===== config.mk =====
export PLATFORM = sky130hd
export DESIGN_NAME = session_handshake_controller_core
export DESIGN_NICKNAME = d
export VERILOG_FILES = /design/src/hw/rtl/shc_pkg.sv /design/src/hw/rtl/shc_front.sv /design/src/hw/rtl/shc_queue.sv /design/src/hw/rtl/shc_back.sv /design/src/hw/rtl/session_handshake_controller_core.sv
export SDC_FILE = /design/constraint.sdc
export NUM_CORES = 1
export LEC_CHECK = 0
export BUFFER_PORTS_ARGS = -buffer_cell sky130_fd_sc_hd__buf_2
export CAP_MARGIN = 20
export CORE_UTILIZATION = 25
export DETAILED_ROUTE_END_ITERATION = 10
export GPL_ROUTABILITY_DRIVEN = 0
export GPL_TIMING_DRIVEN = 0
export REMOVE_ABC_BUFFERS = 1
export SLEW_MARGIN = 10
export SYNTH_ARGS = -nofsm -noshare
export SYNTH_HDL_FRONTEND = slang
export SYNTH_SLANG_ARGS = --single-unit
export TNS_END_PERCENT = 10

===== constraint.sdc =====
create_clock -name clock -period 12.15 [get_ports clock]
set_input_delay 2.43 -clock clock [delete_from_list [all_inputs] [get_ports clock]]
set_output_delay 2.43 -clock clock [all_outputs]
set_load 0.005 [all_outputs]

===== src/hw/rtl/shc_pkg.sv =====
// shc_pkg: shared types and codes for the session handshake controller
// holds the request command and result records passed between front, queues and back
// no dependencies
`timescale 1ns / 1ps
`default_nettype none

package shc_pkg;

   localparam int CSR_DATA_BITS  = 16;
   localparam int CSR_INDEX_BITS = 3;

   localparam logic [CSR_INDEX_BITS-1:0] CSR_SYN_RETRY_LIMIT   = 3'd0;
   localparam logic [CSR_INDEX_BITS-1:0] CSR_SYN_TIMEOUT       = 3'd1;
   localparam logic [CSR_INDEX_BITS-1:0] CSR_IDLE_TIMEOUT      = 3'd2;
   localparam logic [CSR_INDEX_BITS-1:0] CSR_PING_INTERVAL     = 3'd3;
   localparam logic [CSR_INDEX_BITS-1:0] CSR_RECONNECT_STEP    = 3'd4;
   localparam logic [CSR_INDEX_BITS-1:0] CSR_RECONNECT_MAX     = 3'd5;
   localparam logic [CSR_INDEX_BITS-1:0] CSR_RECONNECT_ENABLE  = 3'd6;

   localparam logic [1:0] ACTION_TICK  = 2'd0;
   localparam logic [1:0] ACTION_OPEN  = 2'd1;
   localparam logic [1:0] ACTION_PKT   = 2'd2;
   localparam logic [1:0] ACTION_CLOSE = 2'd3;

   localparam logic [2:0] RX_SYN  = 3'd0;
   localparam logic [2:0] RX_RST  = 3'd1;
   localparam logic [2:0] RX_PONG = 3'd2;
   localparam logic [2:0] RX_DATA = 3'd3;

   localparam logic [1:0] TX_SYN  = 2'd0;
   localparam logic [1:0] TX_RST  = 2'd1;
   localparam logic [1:0] TX_ACK  = 2'd2;
   localparam logic [1:0] TX_PING = 2'd3;

   localparam logic [1:0] LINK_CLOSED    = 2'd0;
   localparam logic [1:0] LINK_PENDING   = 2'd1;
   localparam logic [1:0] LINK_CONNECTED = 2'd2;

   typedef enum logic [2:0] {
      OP_NOP,
      OP_TICK,
      OP_OPEN,
      OP_CLOSE,
      OP_RX_SYN,
      OP_RX_RST,
      OP_RX_PONG,
      OP_RX_DATA
   } op_type;

   typedef struct packed {
      op_type      op;
      logic [31:0] session;
      logic        session_closed;
      logic        session_init_ok;
   } cmd_type;

   typedef struct packed {
      logic        send_valid;
      logic [1:0]  send_kind;
      logic [31:0] send_session;
      logic [1:0]  link_state;
      logic        deliver_data;
      logic        session_reset;
   } result_type;

endpackage

`default_nettype wire


===== src/hw/rtl/shc_front.sv =====
// shc_front: decodes a request into a command for the back end
// drops bad-checksum and unknown packets here; uses shc_pkg
`timescale 1ns / 1ps
`default_nettype none

module shc_front (
   input  wire logic [1:0]       req_action,
   input  wire logic [2:0]       req_packet_kind,
   input  wire logic [31:0]      req_packet_session,
   input  wire logic             req_checksum_ok,
   input  wire logic             req_session_closed,
   input  wire logic             req_session_init_ok,
   output shc_pkg::cmd_type      cmd
);
   import shc_pkg::*;

   op_type op;

   always_comb begin
      op = OP_NOP;
      case (req_action)
         ACTION_TICK:  op = OP_TICK;
         ACTION_OPEN:  op = OP_OPEN;
         ACTION_CLOSE: op = OP_CLOSE;
         ACTION_PKT: begin
            if (req_checksum_ok) begin
               case (req_packet_kind)
                  RX_SYN:  op = OP_RX_SYN;
                  RX_RST:  op = OP_RX_RST;
                  RX_PONG: op = OP_RX_PONG;
                  RX_DATA: op = OP_RX_DATA;
                  default: op = OP_NOP;
               endcase
            end
         end
         default: op = OP_NOP;
      endcase
   end

   assign cmd.op              = op;
   assign cmd.session         = req_packet_session;
   assign cmd.session_closed  = req_session_closed;
   assign cmd.session_init_ok = req_session_init_ok;

endmodule

`default_nettype wire


===== src/hw/rtl/shc_queue.sv =====
// shc_queue: two-entry queue of WIDTH-bit records, head always on the output
// used between front and back and on the result side; no dependencies
`timescale 1ns / 1ps
`default_nettype none

module shc_queue #(
   parameter int WIDTH = 8
) (
   input  wire logic             clock,
   input  wire logic             reset,
   input  wire logic             push,
   input  wire logic [WIDTH-1:0] push_data,
   output      logic             full,
   input  wire logic             pop,
   output      logic [WIDTH-1:0] head,
   output      logic             empty
);

   logic [1:0]       count_ff, count_in;
   logic [WIDTH-1:0] head_ff, head_in;
   logic [WIDTH-1:0] tail_ff, tail_in;
   logic             push_ok, pop_ok;

   assign full    = (count_ff == 2'd2);
   assign empty   = (count_ff == 2'd0);
   assign push_ok = push && !full;
   assign pop_ok  = pop && !empty;
   assign head    = head_ff;

   always_comb begin
      count_in = count_ff;
      head_in  = head_ff;
      tail_in  = tail_ff;
      if (push_ok && !pop_ok) begin
         count_in = count_ff + 2'd1;
         if (count_ff == 2'd0) begin
            head_in = push_data;
         end else begin
            tail_in = push_data;
         end
      end else if (pop_ok && !push_ok) begin
         count_in = count_ff - 2'd1;
         head_in  = tail_ff;
      end else if (pop_ok && push_ok) begin
         if (count_ff == 2'd1) begin
            head_in = push_data;
         end else begin
            head_in = tail_ff;
            tail_in = push_data;
         end
      end
   end

   always_ff @(posedge clock) begin
      if (reset) begin
         count_ff <= 2'd0;
      end else begin
         count_ff <= count_in;
      end
      head_ff <= head_in;
      tail_ff <= tail_in;
   end

endmodule

`default_nettype wire


===== src/hw/rtl/shc_back.sv =====
// shc_back: connection state, timers, reconnect scheduling and control registers
// executes one command per cycle, while the result side has room, into a result record; uses shc_pkg
`timescale 1ns / 1ps
`default_nettype none

module shc_back #(
   parameter int TIMER_BITS = 16,
   parameter int RETRY_BITS = 8
) (
   input  wire logic                                  clock,
   input  wire logic                                  reset,
   input  wire logic                                  csr_write,
   input  wire logic [shc_pkg::CSR_INDEX_BITS-1:0]    csr_index,
   input  wire logic [shc_pkg::CSR_DATA_BITS-1:0]     csr_data,
   input  wire logic                                  cmd_valid,
   input  wire shc_pkg::cmd_type                      cmd,
   output      logic                                  cmd_take,
   input  wire logic                                  rsp_room,
   output      logic                                  rsp_push,
   output      shc_pkg::result_type                   rsp
);
   import shc_pkg::*;

   localparam int CW = (TIMER_BITS > 16) ? TIMER_BITS : 16;
   localparam int SW = CW + 1;
   localparam int RW = (RETRY_BITS > 8) ? RETRY_BITS : 8;
   localparam logic [TIMER_BITS-1:0] TMAX = {TIMER_BITS{1'b1}};
   localparam logic [RETRY_BITS-1:0] RMAX = {RETRY_BITS{1'b1}};

   typedef enum logic [1:0] {
      ST_CLOSED    = LINK_CLOSED,
      ST_PENDING   = LINK_PENDING,
      ST_CONNECTED = LINK_CONNECTED
   } state_type;

   logic [7:0]  limit_ff;
   logic [15:0] syn_to_ff, idle_to_ff, ping_iv_ff, step_ff, rmax_ff;
   logic        ren_ff;

   state_type             state_ff, state_in;
   logic                  sock_ff, sock_in;
   logic [31:0]           active_ff, active_in;
   logic [RETRY_BITS-1:0] retries_ff, retries_in;
   logic [TIMER_BITS-1:0] syn_el_ff, syn_el_in;
   logic [TIMER_BITS-1:0] idle_el_ff, idle_el_in;
   logic                  armed_ff, armed_in;
   logic [TIMER_BITS-1:0] ping_el_ff, ping_el_in;
   logic                  rp_ff, rp_in;
   logic [TIMER_BITS-1:0] rleft_ff, rleft_in;
   logic [TIMER_BITS-1:0] rdelay_ff, rdelay_in;

   logic       fire;
   logic       do_reset;
   logic       started;
   logic [SW-1:0] dsum;
   result_type res;

   assign fire     = cmd_valid && rsp_room;
   assign cmd_take = fire;
   assign rsp_push = fire;
   assign rsp      = res;

   always_comb begin
      state_in   = state_ff;
      sock_in    = sock_ff;
      active_in  = active_ff;
      retries_in = retries_ff;
      syn_el_in  = syn_el_ff;
      idle_el_in = idle_el_ff;
      armed_in   = armed_ff;
      ping_el_in = ping_el_ff;
      rp_in      = rp_ff;
      rleft_in   = rleft_ff;
      rdelay_in  = rdelay_ff;
      do_reset   = 1'b0;
      started    = 1'b0;
      dsum       = '0;
      res        = '0;

      case (cmd.op)
         OP_TICK: begin
            syn_el_in  = (syn_el_ff == TMAX) ? TMAX : syn_el_ff + 1'b1;
            idle_el_in = (idle_el_ff == TMAX) ? TMAX : idle_el_ff + 1'b1;
            ping_el_in = (ping_el_ff == TMAX) ? TMAX : ping_el_ff + 1'b1;
            if (sock_ff) begin
               if (rp_ff) begin
                  if (rleft_ff <= TIMER_BITS'(1)) begin
                     rp_in    = 1'b0;
                     rleft_in = '0;
                     if (state_ff == ST_CLOSED) begin
                        started = 1'b1;
                     end
                  end else begin
                     rleft_in = rleft_ff - 1'b1;
                  end
               end
               if (!started) begin
                  if (state_ff == ST_PENDING) begin
                     if (RW'(retries_ff) >= RW'(limit_ff)) begin
                        do_reset = 1'b1;
                     end else if (CW'(syn_el_in) >= CW'(syn_to_ff)) begin
                        if (retries_ff != RMAX) begin
                           retries_in = retries_ff + 1'b1;
                        end
                        syn_el_in          = '0;
                        res.send_valid     = 1'b1;
                        res.send_kind      = TX_SYN;
                     end
                  end else if (state_ff == ST_CONNECTED) begin
                     if (armed_ff && (CW'(idle_el_in) >= CW'(idle_to_ff))) begin
                        do_reset = 1'b1;
                     end else if (cmd.session_closed) begin
                        do_reset = 1'b1;
                     end else if (CW'(ping_el_in) >= CW'(ping_iv_ff)) begin
                        ping_el_in       = '0;
                        res.send_valid   = 1'b1;
                        res.send_kind    = TX_PING;
                        res.send_session = active_ff;
                     end
                  end
               end
            end
         end
         OP_OPEN: begin
            sock_in = 1'b1;
            if (state_ff == ST_CLOSED) begin
               started = 1'b1;
            end
         end
         OP_CLOSE: begin
            if (state_ff == ST_CONNECTED) begin
               res.send_valid   = 1'b1;
               res.send_kind    = TX_RST;
               res.send_session = active_ff;
            end
            rp_in    = 1'b0;
            rleft_in = '0;
            sock_in  = 1'b0;
            state_in = ST_CLOSED;
         end
         OP_RX_SYN: begin
            if (sock_ff) begin
               if (state_ff == ST_CONNECTED) begin
                  res.send_valid   = 1'b1;
                  res.send_kind    = (active_ff == cmd.session) ? TX_ACK : TX_RST;
                  res.send_session = cmd.session;
               end else if (state_ff == ST_PENDING) begin
                  if (cmd.session_init_ok) begin
                     active_in        = cmd.session;
                     state_in         = ST_CONNECTED;
                     ping_el_in       = '0;
                     res.send_valid   = 1'b1;
                     res.send_kind    = TX_ACK;
                     res.send_session = cmd.session;
                  end
               end else begin
                  res.send_valid   = 1'b1;
                  res.send_kind    = TX_RST;
                  res.send_session = cmd.session;
               end
            end
         end
         OP_RX_RST: begin
            if (sock_ff) begin
               do_reset = 1'b1;
            end
         end
         OP_RX_PONG, OP_RX_DATA: begin
            if (sock_ff) begin
               if (state_ff == ST_CONNECTED) begin
                  idle_el_in       = '0;
                  armed_in         = 1'b1;
                  res.deliver_data = (cmd.op == OP_RX_DATA);
               end else begin
                  res.send_valid   = 1'b1;
                  res.send_kind    = TX_RST;
                  res.send_session = cmd.session;
               end
            end
         end
         default: begin
         end
      endcase

      if (started) begin
         res.send_valid   = 1'b1;
         res.send_kind    = TX_SYN;
         res.send_session = '0;
         state_in         = ST_PENDING;
         retries_in       = '0;
         syn_el_in        = '0;
      end

      if (do_reset) begin
         state_in          = ST_CLOSED;
         res.session_reset = 1'b1;
         if (sock_in && ren_ff && !rp_in) begin
            dsum = SW'(rdelay_ff) + SW'(step_ff);
            if (dsum > SW'(TMAX)) begin
               dsum = SW'(TMAX);
            end
            if (dsum > SW'(rmax_ff)) begin
               dsum = SW'(rmax_ff);
            end
            rdelay_in = dsum[TIMER_BITS-1:0];
            rp_in     = 1'b1;
            rleft_in  = dsum[TIMER_BITS-1:0];
         end
      end

      res.link_state = state_in;
   end

   always_ff @(posedge clock) begin
      if (reset) begin
         limit_ff   <= 8'd5;
         syn_to_ff  <= 16'd10;
         idle_to_ff <= 16'd300;
         ping_iv_ff <= 16'd100;
         step_ff    <= 16'd5;
         rmax_ff    <= 16'd100;
         ren_ff     <= 1'b1;
         state_ff   <= ST_CLOSED;
         sock_ff    <= 1'b0;
         active_ff  <= '0;
         retries_ff <= '0;
         syn_el_ff  <= '0;
         idle_el_ff <= '0;
         armed_ff   <= 1'b0;
         ping_el_ff <= '0;
         rp_ff      <= 1'b0;
         rleft_ff   <= '0;
         rdelay_ff  <= '0;
      end else begin
         if (csr_write) begin
            case (csr_index)
               CSR_SYN_RETRY_LIMIT:  limit_ff   <= csr_data[7:0];
               CSR_SYN_TIMEOUT:      syn_to_ff  <= csr_data;
               CSR_IDLE_TIMEOUT:     idle_to_ff <= csr_data;
               CSR_PING_INTERVAL:    ping_iv_ff <= csr_data;
               CSR_RECONNECT_STEP:   step_ff    <= csr_data;
               CSR_RECONNECT_MAX:    rmax_ff    <= csr_data;
               CSR_RECONNECT_ENABLE: ren_ff     <= csr_data[0];
               default: begin
               end
            endcase
         end
         if (fire) begin
            state_ff   <= state_in;
            sock_ff    <= sock_in;
            active_ff  <= active_in;
            retries_ff <= retries_in;
            syn_el_ff  <= syn_el_in;
            idle_el_ff <= idle_el_in;
            armed_ff   <= armed_in;
            ping_el_ff <= ping_el_in;
            rp_ff      <= rp_in;
            rleft_ff   <= rleft_in;
            rdelay_ff  <= rdelay_in;
         end
      end
   end

`ifndef SYNTHESIS
   a_closed_socket_link_closed: assert property (@(posedge clock) disable iff (reset)
      !sock_ff |-> (state_ff == ST_CLOSED))
      else $error("link left closed while socket closed");

   a_no_countdown_without_pending: assert property (@(posedge clock) disable iff (reset)
      !rp_ff |-> (rleft_ff == '0))
      else $error("reconnect countdown running with no reconnect pending");

   a_reset_ends_closed: assert property (@(posedge clock) disable iff (reset)
      (fire && res.session_reset) |=> (state_ff == ST_CLOSED))
      else $error("session reset did not leave link closed");

   a_deliver_only_connected: assert property (@(posedge clock) disable iff (reset)
      (fire && res.deliver_data) |-> (state_ff == ST_CONNECTED))
      else $error("data delivered outside a connected session");
`endif

endmodule

`default_nettype wire


===== src/hw/rtl/session_handshake_controller_core.sv =====
// session_handshake_controller_core: top level of the session handshake controller
// instantiates shc_front, shc_queue (command and result side) and shc_back; uses shc_pkg
//
// requests enter on req_push / req_full: tick, open, close or a received packet header.
// a request is taken at a rising edge with req_push high and req_full low. every request
// yields exactly one result, presented on the rsp_ ports while rsp_empty is low and taken
// at a rising edge with rsp_pop high. results come out in request order.
// the front decodes each request into a command held in a two-entry queue; the back
// executes each command against the connection state and timers and writes the result into
// a second two-entry queue, one command per cycle while that queue has room.
// a taken request passes through the command queue and the back into the result queue.
// throughput: one request per cycle while the result queue has room.
// when rsp_pop stays low, the result queue fills, the back holds, the command queue fills
// and req_full rises; nothing is dropped.
// csr_write with csr_index / csr_data sets a control register in the same edge; write only
// while no request is in flight. synchronous reset empties both queues, closes the link
// and restores register defaults.
`timescale 1ns / 1ps
`default_nettype none

module session_handshake_controller_core #(
   parameter int TIMER_BITS = 16,
   parameter int RETRY_BITS = 8
) (
   input  wire logic                               clock,
   input  wire logic                               reset,
   input  wire logic                               csr_write,
   input  wire logic [shc_pkg::CSR_INDEX_BITS-1:0] csr_index,
   input  wire logic [shc_pkg::CSR_DATA_BITS-1:0]  csr_data,
   input  wire logic                               req_push,
   output      logic                               req_full,
   input  wire logic [1:0]                         req_action,
   input  wire logic [2:0]                         req_packet_kind,
   input  wire logic [31:0]                        req_packet_session,
   input  wire logic                               req_checksum_ok,
   input  wire logic                               req_session_closed,
   input  wire logic                               req_session_init_ok,
   output      logic                               rsp_empty,
   input  wire logic                               rsp_pop,
   output      logic                               rsp_send_valid,
   output      logic [1:0]                         rsp_send_kind,
   output      logic [31:0]                        rsp_send_session,
   output      logic [1:0]                         rsp_link_state,
   output      logic                               rsp_deliver_data,
   output      logic                               rsp_session_reset
);
   import shc_pkg::*;

   cmd_type    front_cmd;
   cmd_type    queued_cmd;
   logic       cmd_empty;
   logic       cmd_take;
   logic       rsp_full;
   logic       rsp_push;
   result_type back_rsp;
   result_type head_rsp;

   shc_front u_front (
      .req_action          (req_action),
      .req_packet_kind     (req_packet_kind),
      .req_packet_session  (req_packet_session),
      .req_checksum_ok     (req_checksum_ok),
      .req_session_closed  (req_session_closed),
      .req_session_init_ok (req_session_init_ok),
      .cmd                 (front_cmd)
   );

   shc_queue #(
      .WIDTH ($bits(cmd_type))
   ) u_cmd_queue (
      .clock     (clock),
      .reset     (reset),
      .push      (req_push),
      .push_data (front_cmd),
      .full      (req_full),
      .pop       (cmd_take),
      .head      (queued_cmd),
      .empty     (cmd_empty)
   );

   shc_back #(
      .TIMER_BITS (TIMER_BITS),
      .RETRY_BITS (RETRY_BITS)
   ) u_back (
      .clock     (clock),
      .reset     (reset),
      .csr_write (csr_write),
      .csr_index (csr_index),
      .csr_data  (csr_data),
      .cmd_valid (!cmd_empty),
      .cmd       (queued_cmd),
      .cmd_take  (cmd_take),
      .rsp_room  (!rsp_full),
      .rsp_push  (rsp_push),
      .rsp       (back_rsp)
   );

   shc_queue #(
      .WIDTH ($bits(result_type))
   ) u_rsp_queue (
      .clock     (clock),
      .reset     (reset),
      .push      (rsp_push),
      .push_data (back_rsp),
      .full      (rsp_full),
      .pop       (rsp_pop),
      .head      (head_rsp),
      .empty     (rsp_empty)
   );

   assign rsp_send_valid    = head_rsp.send_valid;
   assign rsp_send_kind     = head_rsp.send_kind;
   assign rsp_send_session  = head_rsp.send_session;
   assign rsp_link_state    = head_rsp.link_state;
   assign rsp_deliver_data  = head_rsp.deliver_data;
   assign rsp_session_reset = head_rsp.session_reset;

endmodule

`default_nettype wire


## Word-level counts from Yosys, hierarchy flattened

Index checks and enable logic that the tools add are counted.

- Add/subtract/negate cells: 10
- $mul: 0
- Div/mod/pow operators: 0
- Magnitude comparators: 7
- Eq/ne operators: 46
- Shifts and indexed selects: 0
- Muxes and demuxes: 124
- Bitwise gates (word level): 1
- Reductions and logical operators: 61

Operator list:

| cell | count |
|---|---|
| $mux 35 | 14 |
| $mux 16 | 29 |
| $mux 39 | 10 |
| $mux 37 | 10 |
| $pmux 35 s4 | 1 |
| $pmux 16 s2 | 3 |
| $mux 8 | 8 |
| $mux 17 | 3 |
| $add 16x1->16 const B | 3 |
| $eq 16x16->1 const B | 3 |
| $ge 16x16->1 | 3 |
| $eq 32x32->1 | 1 |
| $mux 32 | 1 |
| $ne 2x1->1 const B | 12 |
| $pmux 3 s4 | 2 |
| $mux 1 | 23 |
| $mux 2 | 11 |
| $reduce_bool 2->1 | 11 |
| $eq 3x3->1 const B | 7 |
| $reduce_and 2->1 | 10 |
| $eq 3x2->1 const B | 6 |
| $add 16x16->17 | 1 |
| $gt 17x16->1 | 1 |
| $gt 17x16->1 const B | 1 |
| other kinds (25) | 75 |

- Bits in registers: 370
- Bits in latches: 0
- RAM bits: 0
- Memory bits (read-only): 0
- Input port bits: 64
- Output and inout bits: 41
- Word-level logic and storage cells: 273
- Memories: 0

## Logic depth before layout (Yosys ltp)

- Depth in word-level cells: 16
- Mapped depth: 21
- Depth with buffers taken out: 19

## Cells and area by module

A second synthesis with hierarchy kept.

- Cell total of the unflattened synthesis: 2049
- Area, all modules: 19543.7 µm²

Modules (own cells, without submodules):

| module | instances | cells an instance | area an instance (µm²) | seq. area each (µm²) |
|---|---|---|---|---|
| shc_back | 1 | 1715 | 13102.6 | 4284.1 |
| shc_queue at u_rsp_queue | 1 | 150 | 3104.2 | 2382.3 |
| shc_queue at u_cmd_queue | 1 | 143 | 3029.2 | 2262.2 |
| shc_front | 1 | 39 | 300.3 | 0.0 |
| session_handshake_controller_core | 1 | 2 | 7.5 | 0.0 |

## Worst setup path after synthesis

OpenSTA, ideal clock, no wires.

- Kind: in2reg
- Start: input rsp_pop
- End: register u_rsp_queue.tail_ff[0], enable pin
- Setup time: 489 ps
- Arrival: 5572 ps
- Required time: 11661 ps
- Path slack: 6089 ps
- Cell stages on the path: 4
- Path buffers: 0
- Cell sequence: nand2b_1 > ha_1 > inv_1 > o21ai_0

- Longest elaborated chain between the ends: 5
- Elaborated cells between the ends (all ways): 10
- Classes of those cells: eq/ne (3); reduce/logical (7)

Ends and longest elaborated chain:

| item | RTL line | RTL |
|---|---|---|
| start, declared | session_handshake_controller_core.sv:39 | `input wire logic rsp_pop,` |
| $logic_and 1x1->1 (*) | shc_queue.sv:27 | `assign pop_ok = pop && !empty;` |
| $logic_not 1->1 | shc_queue.sv:34 | `if (push_ok && !pop_ok) begin` |
| $logic_and 1x1->1 | shc_queue.sv:34 |  |
| $ne 2x2->1 (no source line), or another cell as far along | -- |  |
| $reduce_and 4->1 (no source line) (*) | -- |  |
| end signal, assigned | shc_queue.sv:61 | `tail_ff <= tail_in;` |
| end, declared | shc_queue.sv:21 | `logic [WIDTH-1:0] tail_ff, tail_in;` |

Mark *: on every way between the ends. The rest lies on a longest branch, timed or not.
A chain may end at the register's enable or synchronous reset.

==> run_results.csv <==
group,metric,value,unit
run_status,status,"finished clean",
cts,ctsResizeCount,0,
synth,ys.flop_type,"dfxtp_1",
die,die_y,278,um
sta,drv_slew,0,
sta,final-setup-viol-count,0,
critical_path,path_depth,16,
critical_path,worst-path-buf-inv,1,
sta,tightestPinTransition,1.11,ns
cts,cts_tree,"yes",
cts,cts_setup_buffers,0,
cts,cts_made_buffers,41,
critical_path,end_kind,"flip-flop",
sta,rsz0062_at_grt,"no",
cts,h-tree-depth,2,
min_path,min_path_type,"flip-flop to flip-flop",
die,core_area,74900,um^2
synth,netlist_area,19100,um^2
routing,num_vias,14700,
global_route,grt_pass1_wl,78.1,mm
critical_path,crit_family,"simple AND/OR/NAND/NOR gates",
critical_path,ff2ff_path_depth,16,
routing,drt_wl_total,49.4,mm
sta,finalSetupTns,0,ns
die,rows,100,
final_layout,fin_nets,2275,
sta,fin_skew,0.0323,ns
global_route,overflow,0,
cts,hold_buffers,0,
cts,cts-root-buf,"clkbuf_16",
synth,yosysSeqAreaShare,46.8,%
routing,post_drt_wl_per_cell,15.9,um
synth,avgSynthCellArea,9.43,um^2
final_layout,drive_above_1_share,15.6,%
cts,cts_buffer_depth,3,
sta,fmax,196,MHz
die,initial_core_util,25.5,%
critical_path,cp_max_fo,19,
power_and_ir_drop,leakagePower,8.72,nW
final_layout,areaGrowthSynthToFinish,17.5,%
die,dieArea,77400,um^2
critical_path,slowest_stage,"o22ai_4",
global_route,antenna_found_initial,5,
die,die_w,278,um
sta,hold_viol,0,
global_route,grtUsageTotal,12.6,%
synth,yosysUniqueCellTypes,90,
global_route,grt_pass1_vias,13800,
synth,ys_seq_elements,370,
critical_path,max_stage_delay,0.58,ns
routing,drtAntennaViolNets,0,
die,num_io_pins,105,
cts,clkLatencyLatePin,0.56,ns
routing,viasPerCell,4.72,
cts,clk_pin_slew,0.07,ns
synth,synthArstFlopShare,0,%
critical_path,worstSetupPathType,"flip-flop to flip-flop",
sta,slew_headroom,25.4,%
final_layout,final_cell_mix,"nand2_1, dfxtp_1, a21oi_1, edfxtp_1, nor2_1",
flow_run,cap_violations,0,
synth,ys_warn_count,0,
critical_path,cp-start-kind,"flip-flop",
final_layout,final_common_cell,"nand2_1",
power_and_ir_drop,p_per_area,186,nW/um^2
synth,netlist_instances,2024,
critical_path,crit_top_cell,"ha_1",
sta,period_needed,5.11,ns
placement,dpl.hpwl,34.6,mm
critical_path,critPathArrivalTime,5.53,ns
global_route,grt_max_degree,107,
critical_path,crit_required,12.57,ns
sta,post-route-period-util,42.1,%
critical_path,crit_chain,"ha_1 > and3_1 > nand3_1 > nor3_1 > nand2b_1 > nand2_1 > ha_1 > a21oi_2 > a211oi_1 > or3_4 > a2111oi_4 > o2111ai_2 > o22ai_4 > buf_16 > a22o_1 > mux2_2",
synth,synth_edf_count,152,
routing,drc_errors,0,
power_and_ir_drop,power,4.16,mW
routing,dr.pass1.iters,5,
placement,numPortBuffers,104,
cts,clock-sinks,370,
min_path,hold_depth,2,
routing,drt-initial-drc-count,931,
power_and_ir_drop,peakVddDrop,0.000144,V
## flip-flops by register name, indices dropped and copies added, names as in the netlist, 2 cells and up
register	flops
u_back.active_ff	32
u_back.idle_el_ff	16
u_back.idle_to_ff	16
u_back.limit_ff	8
u_back.ping_el_ff	16
u_back.ping_iv_ff	16
u_back.rdelay_ff	16
u_back.retries_ff	8
u_back.rleft_ff	16
u_back.rmax_ff	16
u_back.state_ff	2
u_back.step_ff	16
u_back.syn_el_ff	16
u_back.syn_to_ff	16
u_cmd_queue.count_ff	2
u_cmd_queue.head	37
u_cmd_queue.tail_ff	37
u_rsp_queue.count_ff	2
u_rsp_queue.head	39
u_rsp_queue.tail_ff	39
## cell type report
| cell class | count | area (um^2) |
|---|---|---|
| Clock inverter | 26 | 343 |
| Multi-Input combinational cell | 1463 | 9460 |
| Clock buffer | 49 | 1150 |
| Antenna cell | 1 | 2.50 |
| Timing Repair Buffer | 128 | 957 |
| Fill cell | 7725 | 52500 |
| Inverter | 99 | 372 |
| Sequential cell | 370 | 8930 |
| Tap cell | 969 | 1210 |
## per-layer routing
metal / up-vias / wire length [um] / global-route usage, %
met2: 308 / 21300 / 19.1
met4: 6 / 749 / 2.61
met5: - / 33 / 0
met1: 6925 / 24300 / 18.1
li1: 7367 / - / -
met3: 63 / 3040 / 2.82
## metrics by stage
step           hold WS, ns  worst slack [ns]  utilization [%]  std cells  area, um^2
2_1_floorplan        0.422              6.09                -       1932       18700
3_3_place_gp         0.437              3.86             27.2       3005       20400
3_5_place_dp         0.445              7.03             27.9       3028       20900
4_1_cts              0.455              6.99             29.9       3103       22400
5_1_grt              0.473              6.56             29.9       3104       22400
6_report             0.448              7.04             29.9       3105       22400
## cell usage after synthesis, types with 29 or more instances
| master | n | area (um^2) |
|---|---|---|
| clkbuf_1 | 71 | 267 |
| xor2_1 | 53 | 464 |
| nor3_1 | 29 | 145 |
| nand3_1 | 58 | 290 |
| nand2_1 | 371 | 1390 |
| dfxtp_1 | 218 | 4360 |
| a21oi_1 | 180 | 901 |
| nor2_1 | 114 | 428 |
| inv_1 | 99 | 372 |
| ha_1 | 107 | 1340 |
| mux2_2 | 82 | 923 |
| o21ai_0 | 68 | 340 |
| edfxtp_1 | 152 | 4560 |
| a22o_1 | 47 | 412 |
## kinds of logic (layout without fill, tap and decap cells)
logic type	after synthesis	after routing	share of synthesized area, %
adder cells (fa/ha/maj)	108	108	7.12
AND/OR/NAND/NOR	731	731	17.4
other	0	1	0
XOR/XNOR	75	75	3.44
multiplexers	84	84	4.94
AO/OA/AOI/OAI	465	465	16.2
flip-flops	370	370	46.8
buffers and inverters	191	302	4.09
## worst register-to-register path: stages (launching register included)
cell and delay, ns:
dfxtp_1 0.37, ha_1 0.26, and3_1 0.27, nand3_1 0.15
nor3_1 0.42, nand2b_1 0.44, nand2_1 0.24, ha_1 0.29
a21oi_2 0.15, a211oi_1 0.08, or3_4 0.34, a2111oi_4 0.49
o2111ai_2 0.28, o22ai_4 0.58, buf_16 0.24, a22o_1 0.23
mux2_2 0.17
## where the power goes
part           switching (mW)  internal [mW]
registers               0.138           1.61
clock network           0.543          0.829
logic                   0.615          0.426
total                    1.30           2.87
## path summary, 6_finish.rpt
kind	slack, ns	from	end
hold / removal	0.45	u_back.rdelay_ff[14]	u_back.rdelay_ff[14]
setup / recovery	7.04	u_back.idle_el_ff[0]	u_rsp_queue.head[16]
hold reg to reg	0.45	u_back.rdelay_ff[14]	u_back.rdelay_ff[14]
setup reg to reg	7.04	u_back.idle_el_ff[0]	u_rsp_queue.head[16]
(Power assumes the default switching activity.)
